==> config.mk <==
export PLATFORM = sky130hd
export DESIGN_NAME = rgb_to_hsv_pixel
export DESIGN_NICKNAME = d
export VERILOG_FILES = /design/src/design/rgbhsv_pkg.sv /design/src/design/rgbhsv_front.sv /design/src/design/rgbhsv_queue.sv /design/src/design/rgbhsv_div_stage.sv /design/src/design/rgbhsv_back.sv /design/src/design/rgb_to_hsv_pixel.sv
export SDC_FILE = /design/constraint.sdc
export NUM_CORES = 2
export LEC_CHECK = 0
export ABC_AREA = 1
export BUFFER_PORTS_ARGS = -buffer_cell sky130_fd_sc_hd__buf_2
export CAP_MARGIN = 10
export CORE_ASPECT_RATIO = 1.4
export CORE_MARGIN = 3
export CORE_UTILIZATION = 57
export DETAILED_ROUTE_END_ITERATION = 8
export GPL_ROUTABILITY_DRIVEN = 0
export GPL_TIMING_DRIVEN = 0
export PLACE_DENSITY = 0.76
export SYNTH_ARGS = -nofsm -noshare
export SYNTH_HDL_FRONTEND = slang
export SYNTH_SLANG_ARGS = --single-unit
export TNS_END_PERCENT = 50
==> constraint.sdc <==
create_clock -name clock -period 30.1 [get_ports clock]
set_clock_uncertainty 0.2 [all_clocks]
set_input_delay 4.515 -clock clock [delete_from_list [all_inputs] [get_ports clock]]
set_output_delay 4.515 -clock clock [all_outputs]
set_load 0.01 [all_outputs]
==> src/design/rgbhsv_pkg.sv <==
// Shared types and constants for the RGB to HSV pixel converter.
`default_nettype none

package rgbhsv_pkg;

   // Hue is kept in degrees times 64.
   localparam logic [11:0] HUE_SIXTY    = 12'd3840;
   localparam logic [14:0] HUE_SECTOR_G = 15'd7680;
   localparam logic [14:0] HUE_SECTOR_B = 15'd15360;
   localparam logic [14:0] HUE_FULL     = 15'd23040;
   localparam logic [15:0] SAT_ONE      = 16'd32768;

   // Both dividers produce one quotient bit per pipeline step.
   localparam int DIV_STEPS = 16;

   // Work item as it travels from the front end through the divider pipeline.
   // The *_q fields start out holding the dividend bits still to be shifted in
   // and end up holding the quotient.
   typedef struct packed {
      logic [7:0]  hue_div;
      logic [7:0]  hue_rem;
      logic [15:0] hue_q;
      logic [7:0]  sat_div;
      logic [7:0]  sat_rem;
      logic [15:0] sat_q;
      logic [14:0] hue_base;
      logic        hue_neg;
      logic        hue_floor;
      logic        grey;
   } div_state_type;

endpackage

`default_nettype wire

==> src/design/rgbhsv_front.sv <==
// Front end: finds max and min of the pixel and sets up both divisions.
`default_nettype none

module rgbhsv_front (
   input  wire logic [7:0]                  red,
   input  wire logic [7:0]                  green,
   input  wire logic [7:0]                  blue,
   input  wire logic                        wrap_negative_hue,
   output      rgbhsv_pkg::div_state_type   work
);

   logic [7:0]  max_val;
   logic [7:0]  min_val;
   logic [7:0]  delta;
   logic        red_sector;
   logic        green_sector;
   logic [8:0]  diff;
   logic [7:0]  diff_abs;
   logic [19:0] hue_num;

   always_comb begin
      max_val = red;
      if (green > max_val) max_val = green;
      if (blue > max_val) max_val = blue;
      min_val = red;
      if (green < min_val) min_val = green;
      if (blue < min_val) min_val = blue;
   end

   assign delta        = max_val - min_val;
   assign red_sector   = (red == max_val);
   assign green_sector = !red_sector && (green == max_val);

   always_comb begin
      if (red_sector) begin
         diff = {1'b0, green} - {1'b0, blue};
      end else if (green_sector) begin
         diff = {1'b0, blue} - {1'b0, red};
      end else begin
         diff = {1'b0, red} - {1'b0, green};
      end
   end

   // The channel difference never exceeds delta, so its magnitude fits 8 bits.
   assign diff_abs = diff[8] ? 8'(-diff) : diff[7:0];
   assign hue_num  = 20'(diff_abs) * 20'(rgbhsv_pkg::HUE_SIXTY);

   always_comb begin
      work.hue_div   = delta;
      work.hue_rem   = {4'b0, hue_num[19:16]};
      work.hue_q     = hue_num[15:0];
      work.sat_div   = max_val;
      work.sat_rem   = {1'b0, delta[7:1]};
      work.sat_q     = {delta[0], 15'b0};
      work.hue_neg   = diff[8];
      work.grey      = (delta == 8'd0);
      // Green and blue sectors, and a wrapped red sector, have a positive
      // numerator, so truncation there is a floor of the signed fraction.
      work.hue_floor = !red_sector || wrap_negative_hue;
      if (red_sector) begin
         work.hue_base = (diff[8] && wrap_negative_hue) ? rgbhsv_pkg::HUE_FULL : 15'd0;
      end else if (green_sector) begin
         work.hue_base = rgbhsv_pkg::HUE_SECTOR_G;
      end else begin
         work.hue_base = rgbhsv_pkg::HUE_SECTOR_B;
      end
   end

endmodule

`default_nettype wire

==> src/design/rgbhsv_queue.sv <==
// Small queue that decouples the front end from the divider pipeline.
`default_nettype none

module rgbhsv_queue #(
   parameter int DEPTH = 2
) (
   input  wire logic                        clock,
   input  wire logic                        reset,
   input  wire logic                        push,
   input  wire rgbhsv_pkg::div_state_type   push_data,
   output      logic                        full,
   input  wire logic                        pop,
   output      logic                        head_valid,
   output      rgbhsv_pkg::div_state_type   head_data
);

   localparam int PTR_W = $clog2(DEPTH);
   localparam int CNT_W = $clog2(DEPTH + 1);

   rgbhsv_pkg::div_state_type entry_ff [DEPTH];
   logic [PTR_W-1:0] wr_ptr_ff, wr_ptr_in;
   logic [PTR_W-1:0] rd_ptr_ff, rd_ptr_in;
   logic [CNT_W-1:0] count_ff, count_in;
   logic             do_push;
   logic             do_pop;

   assign full       = (count_ff == CNT_W'(DEPTH));
   assign head_valid = (count_ff != '0);
   assign head_data  = entry_ff[rd_ptr_ff];
   assign do_push    = push && !full;
   assign do_pop     = pop && head_valid;

   always_comb begin
      wr_ptr_in = wr_ptr_ff;
      rd_ptr_in = rd_ptr_ff;
      count_in  = count_ff;
      if (do_push) begin
         wr_ptr_in = (wr_ptr_ff == PTR_W'(DEPTH - 1)) ? '0 : wr_ptr_ff + 1'b1;
      end
      if (do_pop) begin
         rd_ptr_in = (rd_ptr_ff == PTR_W'(DEPTH - 1)) ? '0 : rd_ptr_ff + 1'b1;
      end
      if (do_push && !do_pop) begin
         count_in = count_ff + 1'b1;
      end else if (do_pop && !do_push) begin
         count_in = count_ff - 1'b1;
      end
   end

   always_ff @(posedge clock) begin
      if (reset) begin
         wr_ptr_ff <= '0;
         rd_ptr_ff <= '0;
         count_ff  <= '0;
      end else begin
         wr_ptr_ff <= wr_ptr_in;
         rd_ptr_ff <= rd_ptr_in;
         count_ff  <= count_in;
      end
   end

   always_ff @(posedge clock) begin
      if (do_push) begin
         entry_ff[wr_ptr_ff] <= push_data;
      end
   end

endmodule

`default_nettype wire

==> src/design/rgbhsv_div_stage.sv <==
// One restoring-division step for both the hue and saturation dividers.
`default_nettype none

module rgbhsv_div_stage (
   input  wire logic                        clock,
   input  wire logic                        reset,
   input  wire logic                        advance,
   input  wire logic                        in_valid,
   input  wire rgbhsv_pkg::div_state_type   in_state,
   output      logic                        out_valid_ff,
   output      rgbhsv_pkg::div_state_type   out_state_ff
);

   rgbhsv_pkg::div_state_type state_in;
   logic [8:0] hue_trial;
   logic [8:0] sat_trial;
   logic       hue_bit;
   logic       sat_bit;

   // Shift the next dividend bit into the remainder and subtract the divisor
   // when it fits; the quotient bit enters at the bottom of the *_q register that held the dividend bits.
   assign hue_trial = {in_state.hue_rem, in_state.hue_q[15]};
   assign sat_trial = {in_state.sat_rem, in_state.sat_q[15]};
   assign hue_bit   = (hue_trial >= {1'b0, in_state.hue_div});
   assign sat_bit   = (sat_trial >= {1'b0, in_state.sat_div});

   always_comb begin
      state_in         = in_state;
      state_in.hue_rem = hue_bit ? 8'(hue_trial - {1'b0, in_state.hue_div}) : hue_trial[7:0];
      state_in.hue_q   = {in_state.hue_q[14:0], hue_bit};
      state_in.sat_rem = sat_bit ? 8'(sat_trial - {1'b0, in_state.sat_div}) : sat_trial[7:0];
      state_in.sat_q   = {in_state.sat_q[14:0], sat_bit};
   end

   always_ff @(posedge clock) begin
      if (reset) begin
         out_valid_ff <= 1'b0;
      end else if (advance) begin
         out_valid_ff <= in_valid;
      end
   end

   always_ff @(posedge clock) begin
      if (advance) begin
         out_state_ff <= state_in;
      end
   end

endmodule

`default_nettype wire

==> src/design/rgbhsv_back.sv <==
// Back end: divider pipeline, hue correction and the result register.
`default_nettype none

module rgbhsv_back (
   input  wire logic                        clock,
   input  wire logic                        reset,
   input  wire logic                        work_valid,
   input  wire rgbhsv_pkg::div_state_type   work,
   output      logic                        work_take,
   output      logic                        rsp_empty,
   input  wire logic                        rsp_pop,
   output      logic signed [15:0]          rsp_hue,
   output      logic [15:0]                 rsp_saturation,
   output      logic [7:0]                  rsp_value
);

   localparam int STEPS = rgbhsv_pkg::DIV_STEPS;

   logic                      advance;
   logic                      stage_valid [STEPS+1];
   rgbhsv_pkg::div_state_type stage_state [STEPS+1];
   rgbhsv_pkg::div_state_type last;
   logic [16:0]               hue_sum;
   logic                      round_down;
   logic                      out_valid_ff;
   logic signed [15:0]        hue_ff, hue_in;
   logic [15:0]               sat_ff, sat_in;
   logic [7:0]                value_ff;

   // The whole pipeline moves together whenever the result register can take.
   assign advance   = !out_valid_ff || rsp_pop;
   assign work_take = advance;

   assign stage_valid[0] = work_valid;
   assign stage_state[0] = work;

   for (genvar i = 0; i < STEPS; i++) begin : g_step
      rgbhsv_div_stage u_step (
         .clock        (clock),
         .reset        (reset),
         .advance      (advance),
         .in_valid     (stage_valid[i]),
         .in_state     (stage_state[i]),
         .out_valid_ff (stage_valid[i+1]),
         .out_state_ff (stage_state[i+1])
      );
   end

   assign last       = stage_state[STEPS];
   assign round_down = last.hue_floor && (last.hue_rem != 8'd0);

   always_comb begin
      if (last.hue_neg) begin
         hue_sum = {2'b0, last.hue_base} - {1'b0, last.hue_q} - 17'(round_down);
      end else begin
         hue_sum = {2'b0, last.hue_base} + {1'b0, last.hue_q};
      end
      hue_in = last.grey ? 16'sd0 : $signed(hue_sum[15:0]);
      sat_in = last.grey ? 16'd0 : last.sat_q;
   end

   always_ff @(posedge clock) begin
      if (reset) begin
         out_valid_ff <= 1'b0;
      end else if (advance) begin
         out_valid_ff <= stage_valid[STEPS];
      end
   end

   always_ff @(posedge clock) begin
      if (advance) begin
         hue_ff   <= hue_in;
         sat_ff   <= sat_in;
         value_ff <= last.sat_div;
      end
   end

   assign rsp_empty      = !out_valid_ff;
   assign rsp_hue        = hue_ff;
   assign rsp_saturation = sat_ff;
   assign rsp_value      = value_ff;

endmodule

`default_nettype wire

==> src/design/rgb_to_hsv_pixel.sv <==
// Top level of the RGB to HSV pixel converter.
// Each beat passes the queue, 16-step pipelined restoring dividers and result register.
// Throughput: one pixel per cycle while the result side is not stalled.
// The intake queue holds up to QUEUE_DEPTH pixels while the result side is stalled.
// Reset (synchronous, active high) empties the queue and pipeline and sets wrap mode to 1.
`default_nettype none

module rgb_to_hsv_pixel #(
   parameter int QUEUE_DEPTH = 2
) (
   input  wire logic               clock,
   input  wire logic               reset,
   input  wire logic               req_push,
   output      logic               req_full,
   input  wire logic [7:0]         req_red,
   input  wire logic [7:0]         req_green,
   input  wire logic [7:0]         req_blue,
   output      logic               rsp_empty,
   input  wire logic               rsp_pop,
   output      logic signed [15:0] rsp_hue,
   output      logic [15:0]        rsp_saturation,
   output      logic [7:0]         rsp_value,
   input  wire logic               csr_we,
   input  wire logic               csr_wdata
);

   // The wrap mode register decides whether a negative red-sector hue gets a
   // full turn added. It is sampled by the front end as each pixel beat enters;
   // the user must rewrite it only while the block is idle; the block does not enforce this.
   logic wrap_ff;

   always_ff @(posedge clock) begin
      if (reset) begin
         wrap_ff <= 1'b1;
      end else if (csr_we) begin
         wrap_ff <= csr_wdata;
      end
   end

   // The front end is purely combinational: it finds the largest and smallest
   // channel, picks the hue sector, and prepares the dividend and divisor for
   // both the hue fraction and the saturation ratio.
   rgbhsv_pkg::div_state_type front_work;

   rgbhsv_front u_front (
      .red               (req_red),
      .green             (req_green),
      .blue              (req_blue),
      .wrap_negative_hue (wrap_ff),
      .work              (front_work)
   );

   // The queue lets the front end keep accepting beats for a short while when
   // the result side stalls, and lets the back end drain on its own schedule.
   logic                      queue_valid;
   logic                      queue_pop;
   rgbhsv_pkg::div_state_type queue_head;

   rgbhsv_queue #(
      .DEPTH (QUEUE_DEPTH)
   ) u_queue (
      .clock      (clock),
      .reset      (reset),
      .push       (req_push),
      .push_data  (front_work),
      .full       (req_full),
      .pop        (queue_pop),
      .head_valid (queue_valid),
      .head_data  (queue_head)
   );

   // The back end runs both divisions one quotient bit per stage, applies the
   // sector offset and truncation fix-up, and holds the result in an output
   // register until it is popped.
   rgbhsv_back u_back (
      .clock          (clock),
      .reset          (reset),
      .work_valid     (queue_valid),
      .work           (queue_head),
      .work_take      (queue_pop),
      .rsp_empty      (rsp_empty),
      .rsp_pop        (rsp_pop),
      .rsp_hue        (rsp_hue),
      .rsp_saturation (rsp_saturation),
      .rsp_value      (rsp_value)
   );

   // A black pixel always gives zero hue and zero saturation.
   assert property (@(posedge clock) disable iff (reset)
      (!rsp_empty && rsp_value == 8'd0) |-> (rsp_hue == 16'sd0 && rsp_saturation == 16'd0))
      else $error("black pixel produced nonzero hue or saturation");

   // Saturation never exceeds one.
   assert property (@(posedge clock) disable iff (reset)
      !rsp_empty |-> (rsp_saturation <= rgbhsv_pkg::SAT_ONE))
      else $error("saturation above one");

   // Hue stays within one sixth turn below zero and one full turn.
   assert property (@(posedge clock) disable iff (reset)
      !rsp_empty |-> (rsp_hue >= -16'sd3840 && rsp_hue <= 16'sd23040))
      else $error("hue out of range");

   // Reset leaves both the intake and the result side empty.
   assert property (@(posedge clock) reset |=> (rsp_empty && !req_full))
      else $error("block not empty after reset");

endmodule

`default_nettype wire

==> metrics.csv <==
metric;value;unit
worstHoldStart;u_back.g_step[5].u_step.out_state_ff[52];
finalSetupViolCount;0;
route.met3.wl;2630;µm
critPathCaptureType;flop;
clkSinkCount;1059;
syn_area_per_cell;12.0;µm²
synth_seq_area_share;63.9;%
wl_per_cell;15.5;µm
required;30300;ps
tns;0;ps
crit_slowest_cell;fa_1;
dr_wl_met2;49500;µm
drive_above_1_share;6.82;%
crit_fanout;11;
grt_max_degree;129;
dp.cells;5297;
holdBufCountCts;0;
multi_input_comb_area;15200;µm²
min_path_type;reg2reg;
instances_no_fill;5478;
synth_top_area_share;63.0;%
synthArstFlopShare;0;%
cts_buffers;97;
cts_max_path_buffers;3;
grtUsageTotal;18.8;%
setup_ws;18090;ps
synth.top_cells.by_count;edfxtp_1, inv_1, nand2_1;
synth_most_common_cell;edfxtp_1;
dieWidth;255;µm
cts_setup_buffers;0;
grt_overflow;0;
synth_warnings;0;
post-route-period-util;39.9;%
drt-vias-per-instance;5.40;
cts_tree;done;
synth_edf_count;1036;
antenna_found_initial;0;
io_buffers;71;
max_freq;83.2;MHz
rsz0062_at_grt;no;
worstSetupPathType;in2reg;
slew-limit-headroom;26.1;%
grt_pass1_wl;137000;µm
area_growth;10.7;%
num_rows;127;
nFillCells;6172;
tightest_slew;1090;ps
drcViolationCount;0;
clock_latency;660;ps
cp_slowest_stage_delay;540;ps
drv_cap;0;
htreeDepth;3;
fp.dieH;354;µm
start_util;57.6;%
ant_nets;0;
clkSlewWorstSetupHoldPaths;70;ps
start_kind;input pin;
synth_area_leaders;edfxtp_1, ha_1, inv_1;
grt_pass1_vias;30400;
netlist_area;49400;µm²
cts_root_buf;clkbuf_16;
dpl.hpwl;59300;µm
dieArea;90300;µm²
worstPathArrival;12220;ps
syn_inst;4120;
ctsResizeCount;0;
outcome;finished, final reports clean;
seq_area;31600;µm²
synth_seq_cells;1059;
crit_top_cell;nand2_1;
io_pins;72;
drt_iter0_markers;1515;
ys.flop_type;edfxtp_1;
report.final.slew_viol_count;0;
ys_types;50;
maxUsedRoutingLayer;met4;
num_antenna_cells;0;
met1_length;28400;µm
core;85800;µm²
crit_start;req_green[4];
synth.net_count;4542;
drt_first_pass_iters;7;
hold_viol;0;
period_minus_slack;12010;ps
routed_wl;84900;µm
synth_top_area_cell;edfxtp_1;
dp_slack;17560;ps
nNetsFinal;4722;
vias;29600;
-- state kept, by name, summed over array words and instances, names as in the netlist, named ones only --
name / cells
u_back.rsp_hue: 16
u_back.out_valid_ff: 1
u_queue.wr_ptr_ff: 1
u_back.rsp_saturation: 16
u_queue.entry_ff: 72
u_back.g_step.u_step.out_state_ff: 924
u_back.rsp_value: 8
u_queue.rd_ptr_ff: 1
u_queue.count_ff: 2
u_back.g_step.u_step.out_valid_ff: 16
wrap_ff: 1
-- path summary, 6_finish.rpt --
kind | end | slack (ps) | cells after the start
setup / recovery | u_queue.entry_ff[1][45] | 18090 | 48
hold / removal | u_back.g_step[6].u_step.out_state_ff[53] | 210 | 0
setup reg to reg | u_back.g_step[0].u_step.out_state_ff[40] | 25170 | 18
hold reg to reg | u_back.g_step[6].u_step.out_state_ff[53] | 210 | 0
-- cells in the final DEF, fill, tap and decap left out, types with 10 or more instances in the layout --
cell type	netlist	routed
edfxtp_1	1036	1036
inv_1	616	618
nand2_1	523	523
nor2_1	392	390
ha_1	347	347
a21oi_1	269	269
o21ai_0	264	264
xor2_1	139	139
clkbuf_16	0	99
nand3_1	97	97
buf_2	3	74
clkbuf_1	49	60
xnor2_1	52	52
fa_1	45	45
nand4_1	44	44
nor3_1	38	38
o31ai_1	29	29
dfxtp_1	23	23
clkinv_1	1	19
or2_2	17	17
clkinv_2	0	16
a31oi_1	14	14
o21bai_1	13	13
a211oi_1	12	12
o22ai_1	12	12
nand2_2	11	11
bufinv_16	0	11
nand3_2	10	10
clkinvlp_4	0	10
-- area by class of cell --
type / count / share of cell area [%]
buffer: 59 / 0.513
sequential: 1059 / 57.8
timing repair buffer: 81 / 1.13
multi-input combinational: 2376 / 27.8
tap: 1096 / 2.51
clock inverter: 66 / 1.25
clock buffer: 115 / 4.72
inverter: 626 / 4.30
-- per-layer routing --
layer | global-route usage [%] | vias to the layer above
li1 | - | 14600
met1 | 17.0 | 14100
met2 | 38.6 | 621
met3 | 2.29 | 257
met4 | 10.4 | 0
met5 | 0 | -
-- critical path, delay by kind of cell --
family	cells	cell delay [ps]
AOI/OAI and AO/OA	9	1580
and+or+nand+nor	21	1980
xor gates and xnor gates	2	510
adders and majority gates	6	2330
buffers and inverters	10	1300
-- stage by stage --
step / hold slack [ps] / util, % / cell area (µm²)
global route: 204 / 63.7 / 54700
floorplan: 200 / - / 49400
finish: 209 / 63.7 / 54700
detailed placement: 205 / 59.9 / 51400
CTS: 204 / 63.7 / 54700
global placement: 200 / 59.6 / 51100
-- cells by family after synthesis --
family | Yosys count | synth area share, %
XOR/XNOR | 191 | 3.39
adder cells (fa/ha/maj) | 392 | 10.6
multiplexers | 3 | 0.0633
AO/OA/AOI/OAI | 639 | 6.97
buffers and inverters | 685 | 5.30
flip-flops | 1059 | 63.9
AND/OR/NAND/NOR | 1151 | 9.75
Power is not shown: default switching activity piles up to over one toggle a cycle in this logic, so the estimate is an artifact.
